File: src/design/mavw_pkg.sv
package mavw_pkg;

	localparam int unsigned MAX_WINDOW_DEF = 16;
	localparam int unsigned WIN_LEN_W = 5;
	localparam logic [WIN_LEN_W-1:0] WIN_LEN_RESET = 5'd16;
	localparam int unsigned SAMPLE_W = 16;
	localparam int unsigned GOOD_W = 8;

	typedef struct packed {
		logic signed [SAMPLE_W-1:0] sample;
		logic [GOOD_W-1:0] good_count;
	} mavw_in_t;

	typedef struct packed {
		logic signed [SAMPLE_W-1:0] average;
		logic no_data;
	} mavw_out_t;

endpackage

File: src/design/moving_average_window_unit.sv
// Moving-average window over signed 16-bit samples. Each accepted beat writes its sample into
// a ring of MAX_WINDOW entries, advances the write index (wrapping at the end of the window set
// by cfg_wdata) and returns the mean of the first min(good_count, window) ring entries,
// truncated toward zero; a good_count of zero returns 0 with no_data set. A beat with no
// data skips the adder and the divider. The datapath is one adder that sums the ring one
// entry per cycle, followed by a restoring divider that makes one quotient bit per cycle.
// A new item is taken while the previous result waits at the output register. Writing the
// window register also returns the write index to slot zero; write it only while the block
// is idle.
module moving_average_window_unit
	import mavw_pkg::*;
#(
	parameter int unsigned MAX_WINDOW = MAX_WINDOW_DEF
) (
	input  logic                 clk,
	input  logic                 arst_n,
	input  logic                 req_valid,
	output logic                 req_ready,
	input  mavw_in_t             req,
	output logic                 rsp_valid,
	input  logic                 rsp_ready,
	output mavw_out_t            rsp,
	input  logic                 cfg_we,
	input  logic [WIN_LEN_W-1:0] cfg_wdata
);

	localparam int unsigned IDX_W = (MAX_WINDOW > 1) ? $clog2(MAX_WINDOW) : 1;
	localparam int unsigned CNT_W = $clog2(MAX_WINDOW + 1);
	localparam int unsigned SUM_W = SAMPLE_W + $clog2(MAX_WINDOW);
	localparam int unsigned STEP_W = $clog2(SUM_W + 1);

	typedef enum logic [1:0] {
		ST_IDLE,
		ST_SUM,
		ST_DIV,
		ST_FINISH
	} state_t;

	state_t                     state_q;
	logic [WIN_LEN_W-1:0]       win_len_q;
	logic [IDX_W-1:0]           widx_q;
	logic signed [SAMPLE_W-1:0] ring_q [MAX_WINDOW];
	logic [CNT_W-1:0]           cnt_q;
	logic [CNT_W-1:0]           rd_q;
	logic signed [SUM_W-1:0]    acc_q;
	logic [SUM_W-1:0]           quo_q;
	logic [CNT_W-1:0]           rem_q;
	logic [STEP_W-1:0]          step_q;
	logic                       neg_q;
	logic                       nodata_q;
	logic                       rsp_valid_q;
	mavw_out_t                  rsp_q;

	logic [CNT_W-1:0]           win;
	logic [CNT_W-1:0]           count;
	logic                       accept;
	logic signed [SUM_W-1:0]    sum_next;
	logic [SUM_W-1:0]           sum_mag;
	logic [CNT_W:0]             rem_sh;
	logic [CNT_W+1:0]           diff;
	logic [SUM_W-1:0]           quo_neg;
	logic                       out_free;

	always_comb begin
		if (win_len_q == '0) begin
			win = CNT_W'(1);
		end else if (int'(win_len_q) > int'(MAX_WINDOW)) begin
			win = CNT_W'(MAX_WINDOW);
		end else begin
			win = CNT_W'(win_len_q);
		end
		if (int'(req.good_count) >= int'(win)) begin
			count = win;
		end else begin
			count = CNT_W'(req.good_count);
		end
	end

	assign accept    = req_valid && req_ready;
	assign req_ready = (state_q == ST_IDLE);
	assign out_free  = !rsp_valid_q || rsp_ready;
	assign sum_next  = acc_q + SUM_W'(ring_q[rd_q[IDX_W-1:0]]);
	assign sum_mag   = sum_next[SUM_W-1] ? (~sum_next + 1'b1) : sum_next;
	assign rem_sh    = {rem_q, quo_q[SUM_W-1]};
	assign diff      = {1'b0, rem_sh} - {2'b00, cnt_q};
	assign quo_neg   = ~quo_q + 1'b1;

	always_ff @(posedge clk or negedge arst_n) begin
		if (!arst_n) begin
			for (int i = 0; i < int'(MAX_WINDOW); i++) begin
				ring_q[i] <= '0;
			end
		end else if (accept) begin
			ring_q[widx_q] <= req.sample;
		end
	end

	always_ff @(posedge clk or negedge arst_n) begin
		if (!arst_n) begin
			state_q     <= ST_IDLE;
			win_len_q   <= WIN_LEN_RESET;
			widx_q      <= '0;
			rsp_valid_q <= 1'b0;
			cnt_q       <= '0;
			rd_q        <= '0;
			acc_q       <= '0;
			quo_q       <= '0;
			rem_q       <= '0;
			step_q      <= '0;
			neg_q       <= 1'b0;
			nodata_q    <= 1'b0;
			rsp_q       <= '0;
		end else begin
			if (rsp_valid_q && rsp_ready && state_q != ST_FINISH) begin
				rsp_valid_q <= 1'b0;
			end
			unique case (state_q)
				ST_IDLE: begin
					if (accept) begin
						cnt_q <= count;
						rd_q  <= '0;
						acc_q <= '0;
						if (count == '0) begin
							nodata_q <= 1'b1;
							neg_q    <= 1'b0;
							quo_q    <= '0;
							state_q  <= ST_FINISH;
						end else begin
							nodata_q <= 1'b0;
							state_q  <= ST_SUM;
						end
					end
				end
				ST_SUM: begin
					acc_q <= sum_next;
					rd_q  <= rd_q + 1'b1;
					if (rd_q == cnt_q - 1'b1) begin
						quo_q   <= sum_mag;
						neg_q   <= sum_next[SUM_W-1];
						rem_q   <= '0;
						step_q  <= '0;
						state_q <= ST_DIV;
					end
				end
				ST_DIV: begin
					if (!diff[CNT_W+1]) begin
						rem_q <= diff[CNT_W-1:0];
						quo_q <= {quo_q[SUM_W-2:0], 1'b1};
					end else begin
						rem_q <= rem_sh[CNT_W-1:0];
						quo_q <= {quo_q[SUM_W-2:0], 1'b0};
					end
					step_q <= step_q + 1'b1;
					if (step_q == STEP_W'(SUM_W - 1)) begin
						state_q <= ST_FINISH;
					end
				end
				ST_FINISH: begin
					if (out_free) begin
						rsp_q.average <= neg_q ? quo_neg[SAMPLE_W-1:0] : quo_q[SAMPLE_W-1:0];
						rsp_q.no_data <= nodata_q;
						rsp_valid_q   <= 1'b1;
						state_q       <= ST_IDLE;
					end
				end
				default: begin
					state_q <= ST_IDLE;
				end
			endcase
			if (cfg_we) begin
				win_len_q <= cfg_wdata;
				widx_q    <= '0;
			end else if (accept) begin
				if (int'(widx_q) >= int'(win) - 1) begin
					widx_q <= '0;
				end else begin
					widx_q <= widx_q + 1'b1;
				end
			end
		end
	end

	assign rsp_valid = rsp_valid_q;
	assign rsp       = rsp_q;

endmodule

File: config.mk
export PLATFORM = sky130hd
export DESIGN_NAME = moving_average_window_unit
export DESIGN_NICKNAME = d
export VERILOG_FILES = /design/src/design/mavw_pkg.sv /design/src/design/moving_average_window_unit.sv
export SDC_FILE = /design/constraint.sdc
export NUM_CORES = 1
export LEC_CHECK = 0
export ABC_AREA = 1
export BUFFER_PORTS_ARGS = -buffer_cell sky130_fd_sc_hd__buf_2
export CORE_MARGIN = 2
export CORE_UTILIZATION = 35
export DETAILED_ROUTE_END_ITERATION = 12
export REMOVE_ABC_BUFFERS = 1
export SYNTH_ARGS = -nofsm -noshare
export SYNTH_HDL_FRONTEND = slang
export SYNTH_SLANG_ARGS = --single-unit
File: constraint.sdc
create_clock -name clk -period 5.1 [get_ports clk]
set_input_delay 1.02 -clock clk [delete_from_list [all_inputs] [get_ports clk]]
set_output_delay 1.02 -clock clk [all_outputs]
set_load 0.03 [all_outputs]
==> results.sh <==
export IMPL_outcome="completed"
export IMPL_synth_simple_area_share=0.2130
export IMPL_cp_common_cell="nand2_1"
export IMPL_synthDistinctLibCells=42
export IMPL_grt_antenna_before_repair=0
export IMPL_fmax_mhz=237.0
export IMPL_yosys_area_top_type_share=0.4888
export IMPL_cts_made_buffers=42
export IMPL_rows=82
export IMPL_synth_top_family_by_area="simple AND/OR/NAND/NOR gates"
export IMPL_m1WireLength_um=23280
export IMPL_cts_buffer_depth=3
export IMPL_cp_max_fo=130
export IMPL_synth_xor_area_frac=0.01286
export IMPL_r2r_slack_ps=880
export IMPL_cts_setup_buffers=0
export IMPL_fin_ws_ps=880.4
export IMPL_slew_headroom=0.3469
export IMPL_final_cells=2965
export IMPL_fin_crit_ps=4220
export IMPL_grtUsageTotal=0.1952
export IMPL_synthMuxAreaShare=0.0006357
export IMPL_crit_end="quo_q[16]"
export IMPL_portBuffers=52
export IMPL_wirelength_um=50740
export IMPL_die_area_mm2=0.05243
export IMPL_grt_pass1_vias=14970
export IMPL_slowest_stage="dfrtp_4"
export IMPL_period_share=0.8274
export IMPL_cp_start_kind="register"
export IMPL_yosysSeqAreaShare=0.4903
export IMPL_final_layout_size_suffix_gt1_frac=0.07414
export IMPL_synth_compound_area_share=0.1872
export IMPL_ys_ff_latch=347
export IMPL_critPathMaxStageDelay_ps=490
export IMPL_initial_core_util=0.3538
export IMPL_final_max_slew_viol_count=0
export IMPL_ys_warn_count=0
export IMPL_finalSetupViolations=0
export IMPL_nets=2348
export IMPL_rsz0062_at_grt="false"
export IMPL_fill_cells=5193
export IMPL_grt_overflow=0
export IMPL_tightest_slew_ps=979.7
export IMPL_avgSynthCellArea_um2=7.820
export IMPL_rr_endpoint="quo_q[16]"
export IMPL_top_layer="met4"
export IMPL_cts_num_sinks=347
export IMPL_hold_viol_final=0
export IMPL_ir_drop_v=0.0003453
export IMPL_r2r_start="rd_q[0]"
export IMPL_wl_met2_um=23980
export IMPL_cts_root_buf="clkbuf_16"
export IMPL_vias=15330
export IMPL_required_ps=5540
export IMPL_ios=53
export IMPL_grt_max_degree=131
export IMPL_via_per_inst=5.172
export IMPL_drt_iter0_markers=1242
export IMPL_cts_tree="yes"
export IMPL_yosys_area_share_adder=0.03546
export IMPL_netlist_area_mm2=0.01771
export IMPL_core_area_mm2=0.05007
export IMPL_htree_levels=2
export IMPL_power_density_mw_per_mm2=669.5
export IMPL_p_total_w=0.01338
export IMPL_clkLatencyLatePin_ps=570
export IMPL_place_inst=2893
export IMPL_synth_area_top_cells="dfrtp_1 49%, o21ai_0 13%, nand2_1 13%, nor2_1 4.1%, ha_1 3.3%"
export IMPL_path_cells="buf_12 -> o21ai_0 -> o22ai_1 -> a22o_1 -> a31oi_1 -> inv_1 -> ha_1 -> nand3_1 -> nand2_1 -> nand2_1 -> nand2_1 -> nand2_1 -> nand2_1 -> nand2_1 -> nor2_1 -> nand2_1 -> inv_1 -> nand3_1 -> nand2_1 -> nand3_1 -> nand3_1 -> nand2_1 -> nand2_1 -> nand2_1"
export IMPL_syn_to_final_growth_pct=12.79
export IMPL_die_height_um=229.0
export IMPL_dp_hpwl_um=31230
export IMPL_end_kind="register"
export IMPL_synth_largest_area_cell="dfrtp_1"
export IMPL_drc=0
export IMPL_crit_type="reg -> reg"
export IMPL_hold_slack_ps=478.2
export IMPL_dr_wl_met3_um=2308
export IMPL_netlist_instances=2265
export IMPL_postRouteAntennaNets=0
export IMPL_drtPass1Iterations=5
export IMPL_grt_pass1_wl_um=82520
export IMPL_dp_slack_ps=961.8
export IMPL_die_x_um=229.0
export IMPL_cts_resized=0
export IMPL_holdBufCountCts=0
export IMPL_finClkSkew_ps=30.98
export IMPL_cap_violations=0
export IMPL_cp_startpoint="rd_q[0]"
export IMPL_diodes=0
export IMPL_cellLeakagePower_nw=9.440
export IMPL_arrival_ps=4660
export IMPL_hold_class="reg -> reg"
export IMPL_clk_pin_slew_ps=50
export IMPL_postLayoutCoreUtil=0.3990
export IMPL_reg2reg_depth=24
export IMPL_wl_per_cell_um=17.11
export IMPL_routabilityCongestion=0.9014
==> layout by cell type (no fill, tap or decap), drive strengths merged <==
| master | count |
|---|---|
| a21boi | 1 |
| a21o | 2 |
| a21oi | 41 |
| a22o | 1 |
| a31oi | 3 |
| a41oi | 2 |
| and2 | 5 |
| buf | 90 |
| bufinv | 2 |
| clkbuf | 59 |
| clkinv | 10 |
| clkinvlp | 1 |
| dfrtp | 346 |
| dfstp | 1 |
| fa | 2 |
| ha | 47 |
| inv | 143 |
| mux2 | 1 |
| nand2 | 625 |
| nand3 | 91 |
| nand3b | 5 |
| nand4 | 4 |
| nor2 | 196 |
| nor3 | 16 |
| nor3b | 1 |
| nor4 | 2 |
| o211ai | 9 |
| o21ai | 478 |
| o21bai | 2 |
| o221ai | 22 |
| o22ai | 51 |
| o31ai | 7 |
| or2 | 1 |
| xnor2 | 7 |
| xor2 | 19 |
==> layer usage <==
metal,GRT usage,up-vias
met3,0.02595,88
met2,0.3250,400
met1,0.2650,7342
met5,0,-
li1,-,7504
met4,0.05844,0
==> cells in the mapped netlist (all sizes together) <==
cell type and number:
nand2 625, o21ai 478, dfrtp 346, nor2 196, inv 142, clkbuf 123, nand3 91, o22ai 51
ha 47, a21oi 41, o221ai 22, xor2 19, nor3 16, buf 11, o211ai 9, o31ai 7
xnor2 7, and2 5, nand3b 5, nand4 4, a31oi 3, a21o 2, a41oi 2, fa 2
nor4 2, o21bai 2, a21boi 1, a22o 1, clkinv 1, dfstp 1, mux2 1, nor3b 1
or2 1
==> registers in the layout (all words and copies together), names as in the netlist <==
signal and count:
widx_q 4, quo_q 20, neg_q 1, rd_q 5
state_q 2, nodata_q 1, win_len_q 5, ring_q 256
rem_q 5, acc_q 20, step_q 5, rsp 17
rsp_valid 1, cnt_q 5
==> layout make-up <==
cell class | count | area (µm²) | share of cell area
Inverter | 143 | 538.0 | 0.02693
Clock inverter | 13 | 140.1 | 0.007014
Timing Repair Buffer | 90 | 605.6 | 0.03031
Sequential cell | 347 | 8690 | 0.4350
Clock buffer | 59 | 1206 | 0.06037
Tap cell | 672 | 840.8 | 0.04209
Multi-Input combinational cell | 1641 | 7958 | 0.3983
==> worst min path at each step <==
stage	start	to	slack (ps)	cells past startpoint
2_1_floorplan	nodata_q	nodata_q	450	2
3_3_place_gp	ring_q[15]	ring_q[15]	460	2
3_5_place_dp	ring_q[94]	ring_q[94]	470	2
4_1_cts	ring_q[27]	ring_q[27]	480	2
5_1_grt	ring_q[168]	ring_q[168]	490	2
6_report	ring_q[22]	ring_q[22]	480	2
==> through the flow <==
step	TNS, ps	area [µm²]
after floorplan	-49560	17180
after global routing	0	19980
after global placement	0	18630
after detailed placement	0	18630
after CTS	0	19980
final	0	19980
==> logic make-up (layout without fill, tap and decap cells) <==
kind of cell / count (synthesis) / count (layout)
buf+inv: 277 / 305
compound gates: 619 / 619
fa+ha+maj: 49 / 49
flops: 347 / 347
xor+xnor: 26 / 26
simple gates: 946 / 946
mux: 1 / 1
==> critical path, delay by kind of cell (launching register included) <==
| kind | cells | cell delay, ps |
|---|---|---|
| buffers and inverters | 3 | 460 |
| AO/OA/AOI/OAI | 4 | 1050 |
| flip-flops | 1 | 490 |
| AND/OR/NAND/NOR | 16 | 1750 |
| adder cells (fa/ha/maj) | 1 | 300 |
==> report_power, final <==
part | switching (W) | internal, W | total (W) | leakage, nW
combinational | 0.00466 | 0.00212 | 0.00678 | 4.06
clock | 0.00121 | 0.00175 | 0.00296 | 0.665
sequential | 0.000346 | 0.00329 | 0.00363 | 4.71
(Power assumes the default switching activity.)
